File: src/sv/deq_pkg.sv
// ----------------------------------------------------------------------------
// deq_pkg
// Shared types and codes for the double-ended queue: command and result
// payloads, command and status codes, and the classified queue entry.
// ----------------------------------------------------------------------------
package deq_pkg;

  localparam int DATA_W        = 32;
  localparam int DEPTH_DEFAULT = 64;

  localparam logic [2:0] CMD_PUSH_FRONT = 3'd0;
  localparam logic [2:0] CMD_PUSH_BACK  = 3'd1;
  localparam logic [2:0] CMD_POP_FRONT  = 3'd2;
  localparam logic [2:0] CMD_POP_BACK   = 3'd3;
  localparam logic [2:0] CMD_DUMP       = 3'd4;

  localparam logic [1:0] ST_OK    = 2'd0;
  localparam logic [1:0] ST_EMPTY = 2'd1;
  localparam logic [1:0] ST_FULL  = 2'd2;

  typedef struct packed {
    logic [2:0]               cmd;
    logic signed [DATA_W-1:0] value;
  } cmd_t;

  typedef struct packed {
    logic signed [DATA_W-1:0] value_res;
    logic [1:0]               status;
    logic                     last;
  } res_t;

  typedef enum logic [2:0] {
    OP_PUSH_FRONT,
    OP_PUSH_BACK,
    OP_POP_FRONT,
    OP_POP_BACK,
    OP_DUMP
  } op_t;

  typedef struct packed {
    op_t                      op;
    logic signed [DATA_W-1:0] value;
  } qent_t;

endpackage

File: src/sv/double_ended_queue.sv
// ----------------------------------------------------------------------------
// double_ended_queue
// Bounded double-ended queue of signed 32-bit values in a ring store.
//
// Commands arrive on the cmd channel (cmd_valid / cmd_stall / cmd_data):
// push front, push back, pop front, pop back and dump. Results leave on the
// res channel (res_valid / res_stall / res_data), one transfer per push or
// pop, one per stored value for a dump with last set on the final transfer.
// A pop or dump of an empty queue gives one empty status; a push on a full
// queue is dropped and reports full. Unused command codes give no result.
// A two-entry command queue separates intake from execution.
// A push result passes the command queue and the execution unit into the
// result register; a pop or dump also waits for a registered store read.
// A dump then gives one value per cycle while res_stall is low.
// Reset clears the queue to empty and drops any pending command or result.
// While a result is valid and res_stall is high, the result register holds
// and execution waits; intake takes commands until its queue holds two.
// ----------------------------------------------------------------------------
module double_ended_queue #(
  parameter int DEPTH = deq_pkg::DEPTH_DEFAULT
) (
  input  logic          clk,
  input  logic          rst,
  input  logic          cmd_valid,
  output logic          cmd_stall,
  input  deq_pkg::cmd_t cmd_data,
  output logic          res_valid,
  input  logic          res_stall,
  output deq_pkg::res_t res_data
);

  logic           q_valid;
  deq_pkg::qent_t q_data;
  logic           q_pop;

  deq_front u_front (
    .clk       (clk),
    .rst       (rst),
    .cmd_valid (cmd_valid),
    .cmd_stall (cmd_stall),
    .cmd_data  (cmd_data),
    .q_valid   (q_valid),
    .q_data    (q_data),
    .q_pop     (q_pop)
  );

  deq_back #(
    .DEPTH (DEPTH)
  ) u_back (
    .clk       (clk),
    .rst       (rst),
    .q_valid   (q_valid),
    .q_data    (q_data),
    .q_pop     (q_pop),
    .res_valid (res_valid),
    .res_stall (res_stall),
    .res_data  (res_data)
  );

endmodule

File: src/sv/deq_ram.sv
// ----------------------------------------------------------------------------
// deq_ram
// Generic single-write, single-read RAM with a registered read port.
// ----------------------------------------------------------------------------
module deq_ram #(
  parameter int WIDTH = 32,
  parameter int DEPTH = 64
) (
  input  logic                     clk,
  input  logic                     we,
  input  logic [$clog2(DEPTH)-1:0] waddr,
  input  logic [WIDTH-1:0]         wdata,
  input  logic                     re,
  input  logic [$clog2(DEPTH)-1:0] raddr,
  output logic [WIDTH-1:0]         rdata
);

  logic [WIDTH-1:0] mem [DEPTH];

  always_ff @(posedge clk) begin
    if (we) begin
      mem[waddr] <= wdata;
    end
    if (re) begin
      rdata <= mem[raddr];
    end
  end

endmodule

File: src/sv/deq_front.sv
// ----------------------------------------------------------------------------
// deq_front
// Command intake: accepts commands, decodes them into operations, drops
// unused codes and holds decoded entries in a two-entry queue.
// ----------------------------------------------------------------------------
module deq_front (
  input  logic           clk,
  input  logic           rst,
  input  logic           cmd_valid,
  output logic           cmd_stall,
  input  deq_pkg::cmd_t  cmd_data,
  output logic           q_valid,
  output deq_pkg::qent_t q_data,
  input  logic           q_pop
);

  deq_pkg::qent_t slot [2];
  logic           wr_ptr;
  logic           rd_ptr;
  logic [1:0]     fill;
  logic           take;
  logic           push;
  logic           code_ok;
  deq_pkg::op_t   op_dec;

  always_comb begin
    code_ok = 1'b1;
    op_dec  = deq_pkg::OP_DUMP;
    case (cmd_data.cmd)
      deq_pkg::CMD_PUSH_FRONT: op_dec = deq_pkg::OP_PUSH_FRONT;
      deq_pkg::CMD_PUSH_BACK:  op_dec = deq_pkg::OP_PUSH_BACK;
      deq_pkg::CMD_POP_FRONT:  op_dec = deq_pkg::OP_POP_FRONT;
      deq_pkg::CMD_POP_BACK:   op_dec = deq_pkg::OP_POP_BACK;
      deq_pkg::CMD_DUMP:       op_dec = deq_pkg::OP_DUMP;
      default:                 code_ok = 1'b0;
    endcase
  end

  assign cmd_stall = fill[1];
  assign take      = cmd_valid && !cmd_stall;
  assign push      = take && code_ok;
  assign q_valid   = fill != 2'd0;
  assign q_data    = slot[rd_ptr];

  always_ff @(posedge clk) begin
    if (rst) begin
      wr_ptr <= 1'b0;
      rd_ptr <= 1'b0;
      fill   <= 2'd0;
    end else begin
      if (push) begin
        wr_ptr <= !wr_ptr;
      end
      if (q_pop) begin
        rd_ptr <= !rd_ptr;
      end
      case ({push, q_pop})
        2'b10:   fill <= fill + 2'd1;
        2'b01:   fill <= fill - 2'd1;
        default: fill <= fill;
      endcase
    end
  end

  always_ff @(posedge clk) begin
    if (push) begin
      slot[wr_ptr] <= '{op: op_dec, value: cmd_data.value};
    end
  end

endmodule

File: src/sv/deq_back.sv
// ----------------------------------------------------------------------------
// deq_back
// Command execution: owns the ring pointers and element store, performs
// pushes, pops and dumps, and holds results in an output register.
// ----------------------------------------------------------------------------
module deq_back #(
  parameter int DEPTH = deq_pkg::DEPTH_DEFAULT
) (
  input  logic           clk,
  input  logic           rst,
  input  logic           q_valid,
  input  deq_pkg::qent_t q_data,
  output logic           q_pop,
  output logic           res_valid,
  input  logic           res_stall,
  output deq_pkg::res_t  res_data
);

  localparam int AW = $clog2(DEPTH);
  localparam int CW = $clog2(DEPTH + 1);
  localparam logic [AW:0]   DEPTH_W  = (AW + 1)'(DEPTH);
  localparam logic [CW-1:0] DEPTH_C  = CW'(DEPTH);
  localparam logic [AW-1:0] LAST_IDX = AW'(DEPTH - 1);
  localparam logic [CW-1:0] ONE_C    = CW'(1);

  typedef enum logic [1:0] {
    S_IDLE = 2'b01,
    S_READ = 2'b10
  } state_t;

  state_t        state, state_next;
  logic [AW-1:0] front_idx, front_idx_next;
  logic [CW-1:0] count, count_next;
  logic [AW-1:0] rd_ptr, rd_ptr_next;
  logic [CW-1:0] rd_left, rd_left_next;
  logic          res_valid_next;
  deq_pkg::res_t res_data_next;

  logic                      we;
  logic [AW-1:0]             waddr;
  logic [deq_pkg::DATA_W-1:0] wdata;
  logic                      re;
  logic [AW-1:0]             raddr;
  logic [deq_pkg::DATA_W-1:0] rdata;

  logic          res_free;
  logic          is_full;
  logic          is_empty;
  logic [CW-1:0] count_m1;

  function automatic logic [AW-1:0] ring_inc(input logic [AW-1:0] p);
    return (p == LAST_IDX) ? '0 : p + AW'(1);
  endfunction

  function automatic logic [AW-1:0] ring_dec(input logic [AW-1:0] p);
    return (p == '0) ? LAST_IDX : p - AW'(1);
  endfunction

  function automatic logic [AW-1:0] ring_add(input logic [AW-1:0] base,
                                             input logic [AW-1:0] off);
    logic [AW:0] s;
    s = {1'b0, base} + {1'b0, off};
    if (s >= DEPTH_W) begin
      s = s - DEPTH_W;
    end
    return s[AW-1:0];
  endfunction

  deq_ram #(
    .WIDTH (deq_pkg::DATA_W),
    .DEPTH (DEPTH)
  ) u_store (
    .clk   (clk),
    .we    (we),
    .waddr (waddr),
    .wdata (wdata),
    .re    (re),
    .raddr (raddr),
    .rdata (rdata)
  );

  assign res_free = !res_valid || !res_stall;
  assign is_full  = count == DEPTH_C;
  assign is_empty = count == '0;
  assign count_m1 = count - ONE_C;

  always_comb begin
    state_next     = state;
    front_idx_next = front_idx;
    count_next     = count;
    rd_ptr_next    = rd_ptr;
    rd_left_next   = rd_left;
    res_valid_next = res_valid && res_stall;
    res_data_next  = res_data;
    q_pop          = 1'b0;
    we             = 1'b0;
    waddr          = front_idx;
    wdata          = q_data.value;
    re             = 1'b0;
    raddr          = front_idx;
    case (state)
      S_IDLE: begin
        if (q_valid && res_free) begin
          q_pop          = 1'b1;
          res_data_next  = '{value_res: '0, status: deq_pkg::ST_OK, last: 1'b1};
          case (q_data.op)
            deq_pkg::OP_PUSH_FRONT: begin
              res_valid_next = 1'b1;
              if (is_full) begin
                res_data_next.status = deq_pkg::ST_FULL;
              end else begin
                we             = 1'b1;
                waddr          = ring_dec(front_idx);
                front_idx_next = ring_dec(front_idx);
                count_next     = count + ONE_C;
              end
            end
            deq_pkg::OP_PUSH_BACK: begin
              res_valid_next = 1'b1;
              if (is_full) begin
                res_data_next.status = deq_pkg::ST_FULL;
              end else begin
                we         = 1'b1;
                waddr      = ring_add(front_idx, count[AW-1:0]);
                count_next = count + ONE_C;
              end
            end
            deq_pkg::OP_POP_FRONT: begin
              if (is_empty) begin
                res_valid_next       = 1'b1;
                res_data_next.status = deq_pkg::ST_EMPTY;
              end else begin
                re             = 1'b1;
                raddr          = front_idx;
                front_idx_next = ring_inc(front_idx);
                count_next     = count_m1;
                rd_left_next   = ONE_C;
                state_next     = S_READ;
              end
            end
            deq_pkg::OP_POP_BACK: begin
              if (is_empty) begin
                res_valid_next       = 1'b1;
                res_data_next.status = deq_pkg::ST_EMPTY;
              end else begin
                re           = 1'b1;
                raddr        = ring_add(front_idx, count_m1[AW-1:0]);
                count_next   = count_m1;
                rd_left_next = ONE_C;
                state_next   = S_READ;
              end
            end
            deq_pkg::OP_DUMP: begin
              if (is_empty) begin
                res_valid_next       = 1'b1;
                res_data_next.status = deq_pkg::ST_EMPTY;
              end else begin
                re           = 1'b1;
                raddr        = front_idx;
                rd_ptr_next  = ring_inc(front_idx);
                rd_left_next = count;
                state_next   = S_READ;
              end
            end
            default: begin
              q_pop = 1'b1;
            end
          endcase
        end
      end
      S_READ: begin
        if (res_free) begin
          res_valid_next = 1'b1;
          res_data_next  = '{value_res: rdata, status: deq_pkg::ST_OK,
                             last: rd_left == ONE_C};
          if (rd_left == ONE_C) begin
            state_next = S_IDLE;
          end else begin
            re           = 1'b1;
            raddr        = rd_ptr;
            rd_ptr_next  = ring_inc(rd_ptr);
            rd_left_next = rd_left - ONE_C;
          end
        end
      end
      default: begin
        state_next = S_IDLE;
      end
    endcase
  end

  always_ff @(posedge clk) begin
    if (rst) begin
      state     <= S_IDLE;
      front_idx <= '0;
      count     <= '0;
      res_valid <= 1'b0;
    end else begin
      state     <= state_next;
      front_idx <= front_idx_next;
      count     <= count_next;
      res_valid <= res_valid_next;
    end
  end

  always_ff @(posedge clk) begin
    rd_ptr   <= rd_ptr_next;
    rd_left  <= rd_left_next;
    res_data <= res_data_next;
  end

  a_count_bound: assert property (@(posedge clk) disable iff (rst)
    count <= DEPTH_C)
    else $error("element count above depth");

  a_front_bound: assert property (@(posedge clk) disable iff (rst)
    {1'b0, front_idx} < DEPTH_W)
    else $error("front index outside ring");

  a_read_left: assert property (@(posedge clk) disable iff (rst)
    state == S_READ |-> rd_left != '0)
    else $error("read phase with nothing left to emit");

  a_full_push_keeps: assert property (@(posedge clk) disable iff (rst)
    (state == S_IDLE && q_pop && is_full &&
     (q_data.op == deq_pkg::OP_PUSH_FRONT || q_data.op == deq_pkg::OP_PUSH_BACK))
    |=> count == $past(count))
    else $error("dropped push changed element count");

  a_hold_on_stall: assert property (@(posedge clk) disable iff (rst)
    res_valid && res_stall |=> res_valid && res_data == $past(res_data))
    else $error("stalled result lost or changed");

endmodule
File: config.mk
export PLATFORM = sky130hd
export DESIGN_NAME = double_ended_queue
export DESIGN_NICKNAME = d
export VERILOG_FILES = /design/src/sv/deq_pkg.sv /design/src/sv/double_ended_queue.sv /design/src/sv/deq_ram.sv /design/src/sv/deq_front.sv /design/src/sv/deq_back.sv
export SDC_FILE = /design/constraint.sdc
export NUM_CORES = 2
export LEC_CHECK = 0
export ABC_AREA = 1
export BUFFER_PORTS_ARGS = -buffer_cell sky130_fd_sc_hd__buf_2
export CAP_MARGIN = 15
export CORE_MARGIN = 1
export CORE_UTILIZATION = 30
export CTS_BUF_LIST = sky130_fd_sc_hd__clkbuf_8
export DETAILED_ROUTE_END_ITERATION = 7
export SYNTH_ARGS = -nofsm -noshare
export SYNTH_HDL_FRONTEND = slang
export SYNTH_HIERARCHICAL = 1
export SYNTH_SLANG_ARGS = --single-unit
File: constraint.sdc
create_clock -name clk -period 4.5 [get_ports clk]
set_clock_uncertainty 0.05 [all_clocks]
set_input_delay 0.9 -clock clk [delete_from_list [all_inputs] [get_ports clk]]
set_output_delay 0.9 -clock clk [all_outputs]
set_load 0.01 [all_outputs]
==> results.md <==
Run status:
- The flow ran to the end, and the final reports show no timing, DRC or antenna violations.

STA:
- The worst hold margin is around 100 ps.
- The pin slew with the least headroom to its limit is ~1100 ps.
- Setup repair after global routing could not meet its margin everywhere.
- Setup violations remaining at the end of the flow were counted as 0.
- The final-report max-slew violation count came to 0.
- The upper clock frequency limit is roughly 0.23 GHz.
- The clock period could shrink to 4334 ps.
- The final hold violation count is 0.
- The final critical path takes up between 90% and 100% of the cycle.
- The worst slew margin relative to its limit is between 20% and 30%.

Worst hold path:
- The kind of path behind the tightest hold check is primary input to flip-flop.

Routing:
- The detailed-routed wire length on met2 is about 120,000 um.
- The average wire per standard cell is about 22 um.
- After detailed routing, the wire length on met1 is around 110,000 um.
- The via count is just over 60,000.
- The detailed-router iteration count before antenna repair is 8.
- Using the TritonRoute via totals, the vias-per-cell ratio works out to roughly 5.1.
- In the routed design, unresolved DRC markers number 0.
- Routed signal wires occupy layers up through met4.
- Once detail routing completed, the nets flagged for antenna violations numbered 0.
- Wires add up to approximately 270,000 um.
- Detailed routing placed a total of between 20,000 and 25,000 um of wire on met3.
- For this block, the initial DRC count from the detailed router was between 6,000 and 7,000.

Floorplanning:
- The effective utilization at floorplan is a little under a third.
- The number of top-level design ports is 76.
- The height of the chip is about 550 um.
- In this run the horizontal extent of the chip is about 550 um.
- The die covers approximately 300,000 sq um.
- The floorplan core area is 299,800 sq um.
- Row generation in the floorplan step produced around 200 rows.

Placement:
- At the end of routability-driven placement, the weighted congestion stood at approximately 0.87.
- The port buffer count is 75.
- Summed over all nets, the half-perimeter wirelength after detailed placement is around 150,000 um.

Logic synthesis:
- The cell count after synthesis came out at 7,502.
- Yosys mapped a number of flops with a built-in enable equal to approximately 2,200.
- The dominant synthesized flop cell is sky130_fd_sc_hd__edfxtp_1.
- In this run, synthesis produced a sequential element count of 2,219.
- The area of the mapped netlist is ~90,000 sq um.
- Yosys printed 6 warnings.
- Summing the areas of all fa, ha and maj instances in the mapped netlist gives less than 1% of the synthesized area.
- Counting flops with an async set or reset pin after synthesis yields a share of 0%.
- The cell taking the most area after synthesis is sky130_fd_sc_hd__edfxtp_1.
- The fraction of synthesized area in multiplexers is less than 1%.
- The synthesized netlist devotes less than 1% of its cell area to compound gates.
- The number of nets handed over by synthesis was between 7,000 and 8,000.
- The synthesized netlist devotes a little over a fifth of its cell area to simple gates.
- After synthesis, flip-flops and latches occupy between 70% and 80% of the total area.
- Of the total synthesized cell area, the portion taken by XOR and XNOR cells is 0.2228%.
- By area the synthesized netlist is led by sky130_fd_sc_hd__edfxtp_1 73%, sky130_fd_sc_hd__nand3_1 11%, sky130_fd_sc_hd__nand2_1 10%, sky130_fd_sc_hd__buf_2 1.4%, sky130_fd_sc_hd__mux2_4 0.50%.
- The number of distinct library cells after synthesis is just under 50.
- The combinational family with the most area after synthesis is simple AND/OR/NAND/NOR gates.
- In this run the mean area of a mapped cell was 12.05 sq um.
- The top cell type's share of synthesized area is 72.99%.

Finish:
- After the last flow step, the layout net total stands at around 7,900.
- From synthesis to final layout, the design area changed by 16.00%.
- Leaving out fill and tap cells, the most frequent cell in the layout is sky130_fd_sc_hd__nand2_1.
- The utilization of the core after routing is roughly a third.
- The proportion of layout cells with a drive suffix above 1 is between 10% and 20%.
- The filler cell count in the final layout is between 20,000 and 30,000.
- Leaving out fill and tap cells, the most frequent cells in the layout are 2,408 x sky130_fd_sc_hd__nand2_1, 2,198 x sky130_fd_sc_hd__edfxtp_1, 1,936 x sky130_fd_sc_hd__nand3_1, 356 x sky130_fd_sc_hd__clkbuf_8, 206 x sky130_fd_sc_hd__inv_1.

GRT:
- The total congestion overflow is 0.
- The total routing resource utilization after global routing is between 15 and 20%.
- The via count of the first global-routing pass is 58,330.
- The number of antenna violations at the first check in global routing was 6.
- The global-route wire length before repair is 391,300 um.
- Entering global routing, the biggest net connects ~150 pins.

Clock tree:
- The number of levels the H-tree was split into is 5.
- The number of buffers inserted during clock tree synthesis is 347.
- The number of buffers between clock root and the deepest sink is 4.
- The clock reaches the later pin of the worst-skew pair after roughly 960 ps.
- In this run, post-CTS hold repair placed 0 buffers.
- TritonCTS built the clock tree.
- The clock net in this run drives a total of between 2,000 and 2,500 sinks.
- The clock slew seen by the registers of the worst setup and hold paths is around 70 ps.
- The root cell of the clock tree is sky130_fd_sc_hd__clkbuf_8.

Pwr:
- The power density of the placed cells is approximately 800 nW/um^2.
- The worst ir drop on vdd is 0.0006515 V.
- The total leakage power is between 30 and 40 nW.

Run:
- The max-capacitance violation count is 0.

Setup path:
- The arrival time at the worst endpoint is ~4900 ps.
- For the worst setup path, the data required time is 5070 ps.
- The peak fanout along the critical path is 28.
- The worst setup path is launched from a flip-flop.
- The worst setup path is of the flip-flop to flip-flop kind.
- STA classifies the critical path endpoint as a flip-flop.
==> report_power, final <==
| part | leakage, nW | switching (W) | internal (W) |
|---|---|---|---|
| Combinational | 13.6 | 0.0291 | 0.0136 |
| Clock | 3.57 | 0.00784 | 0.00775 |
| Sequential | 20.0 | 0.000293 | 0.0249 |
| Total | 37.1 | 0.0372 | 0.0463 |
==> worst paths after layout <==
kind	startpoint	endpoint	slack [ps]	cells after the start
worst min register to register	u_back/state[1]$_SDFFE_PP0P_	u_back/state[1]$_SDFFE_PP0P_	470	2
worst min-delay path	cmd_data[12]	u_front/slot[0][12]$_DFFE_PP_	100	1
worst max register to register	u_back/count[0]$_SDFFE_PP0P_	u_back/u_store/rdata[2]$_DFFE_PP_	170	23
worst max-delay path	u_back/count[0]$_SDFFE_PP0P_	u_back/u_store/rdata[2]$_DFFE_PP_	170	23
==> synthesized netlist by cell type, types with 5 or more instances <==
master and n:
sky130_fd_sc_hd__inv_1 107, sky130_fd_sc_hd__buf_1 57, sky130_fd_sc_hd__edfxtp_1 2198, sky130_fd_sc_hd__ha_1 21, sky130_fd_sc_hd__buf_4 42, sky130_fd_sc_hd__buf_6 19, sky130_fd_sc_hd__o21ai_0 39, sky130_fd_sc_hd__buf_2 253
sky130_fd_sc_hd__nand2_1 2413, sky130_fd_sc_hd__xnor2_1 7, sky130_fd_sc_hd__nand3_1 1939, sky130_fd_sc_hd__a21oi_1 32, sky130_fd_sc_hd__xor2_1 16, sky130_fd_sc_hd__mux2_4 30, sky130_fd_sc_hd__nor3_1 16, sky130_fd_sc_hd__nor2_1 113
sky130_fd_sc_hd__mux2_2 5, sky130_fd_sc_hd__nand2_2 5, sky130_fd_sc_hd__inv_2 11, sky130_fd_sc_hd__clkbuf_1 93, sky130_fd_sc_hd__o21ai_1 12, sky130_fd_sc_hd__dfxtp_1 21, sky130_fd_sc_hd__o22ai_1 5
==> cells by family (layout without fill, tap and decap cells) <==
logic type	after synthesis	in the layout
AOI/OAI and AO/OA	107	107
xor gates and xnor gates	23	23
adders and majority gates	23	23
buffers and inverters	589	1153
DFF	2219	2219
muxes	35	35
other	0	16
and+or+nand+nor	4506	4506
==> routing by layer <==
layer	up-vias	GRT usage [%]
met1	30350	23.36
met2	2885	27.80
met5	-	0
met4	0	6.284
li1	27260	-
met3	408	3.124
==> sequential cells by signal, summed over array words and instances (netlist names), named ones only <==
| register | cells |
|---|---|
| u_back/res_data | 35 |
| u_back/count | 7 |
| u_back/u_store/rdata | 32 |
| u_front/rd_ptr | 1 |
| u_front/slot | 70 |
| u_front/wr_ptr | 1 |
| u_back/rd_ptr | 6 |
| u_back/rd_left | 7 |
| u_back/front_idx | 6 |
| u_back/u_store/mem | 2048 |
| u_back/res_valid | 1 |
| u_back/state | 2 |
| u_front/fill | 2 |
==> final cells by class <==
| class | count | area [sq um] | share of cell area (%) |
|---|---|---|---|
| Antenna cell | 16 | 40.04 | 0.03817 |
| Clock buffer | 356 | 4900 | 4.671 |
| Clock inverter | 256 | 1265 | 1.206 |
| Inverter | 121 | 491.7 | 0.4687 |
| Multi-Input combinational cell | 4694 | 21740 | 20.72 |
| Sequential cell | 2219 | 66430 | 63.32 |
| Tap cell | 3958 | 4952 | 4.721 |
| Timing Repair Buffer | 420 | 5095 | 4.857 |
==> per-stage QoR <==
step	setup TNS, ps	std cells	cell area, sq um	worst slack (ps)	power (W)
floorplan	0	7502	90450	419.7	0.05035
global placement	-932.2	11410	98620	-257.4	0.06735
detailed placement	-1410	11410	98640	-292.8	0.06782
CTS	0	12020	104800	39.15	0.08340
global route	0	12030	104900	0.01288	0.08806
finish	0	12040	104900	165.9	0.08353
==> critical path, cell delays in order (launching register included) <==
cell and delay (ps):
sky130_fd_sc_hd__dfxtp_1 390, sky130_fd_sc_hd__clkinv_1 110, sky130_fd_sc_hd__ha_1 240, sky130_fd_sc_hd__xnor2_1 200, sky130_fd_sc_hd__inv_1 80, sky130_fd_sc_hd__ha_1 340, sky130_fd_sc_hd__nand2_1 100, sky130_fd_sc_hd__nand2_1 80
sky130_fd_sc_hd__nor2_1 160, sky130_fd_sc_hd__xor2_1 190, sky130_fd_sc_hd__nand2_1 70, sky130_fd_sc_hd__o21ai_1 90, sky130_fd_sc_hd__o21ai_1 80, sky130_fd_sc_hd__nand2_1 110, sky130_fd_sc_hd__nand2_4 150, sky130_fd_sc_hd__buf_12 180
sky130_fd_sc_hd__inv_6 80, sky130_fd_sc_hd__buf_12 260, sky130_fd_sc_hd__buf_12 190, sky130_fd_sc_hd__nand3_1 120, sky130_fd_sc_hd__nand3_1 210, sky130_fd_sc_hd__nand2_1 80, sky130_fd_sc_hd__nand2_1 270, sky130_fd_sc_hd__nand2_1 190
==> repair_timing <==
item / 4_1_cts / 5_1_grt
gates resized for setup: 0 / 11
endpoints found under the setup margin: 2 / 12
pin swaps: 0 / 0
buffers inserted: 0 / 0
gates cloned: 0 / 1
No activity file was read; power rests on OpenSTA's default activity.
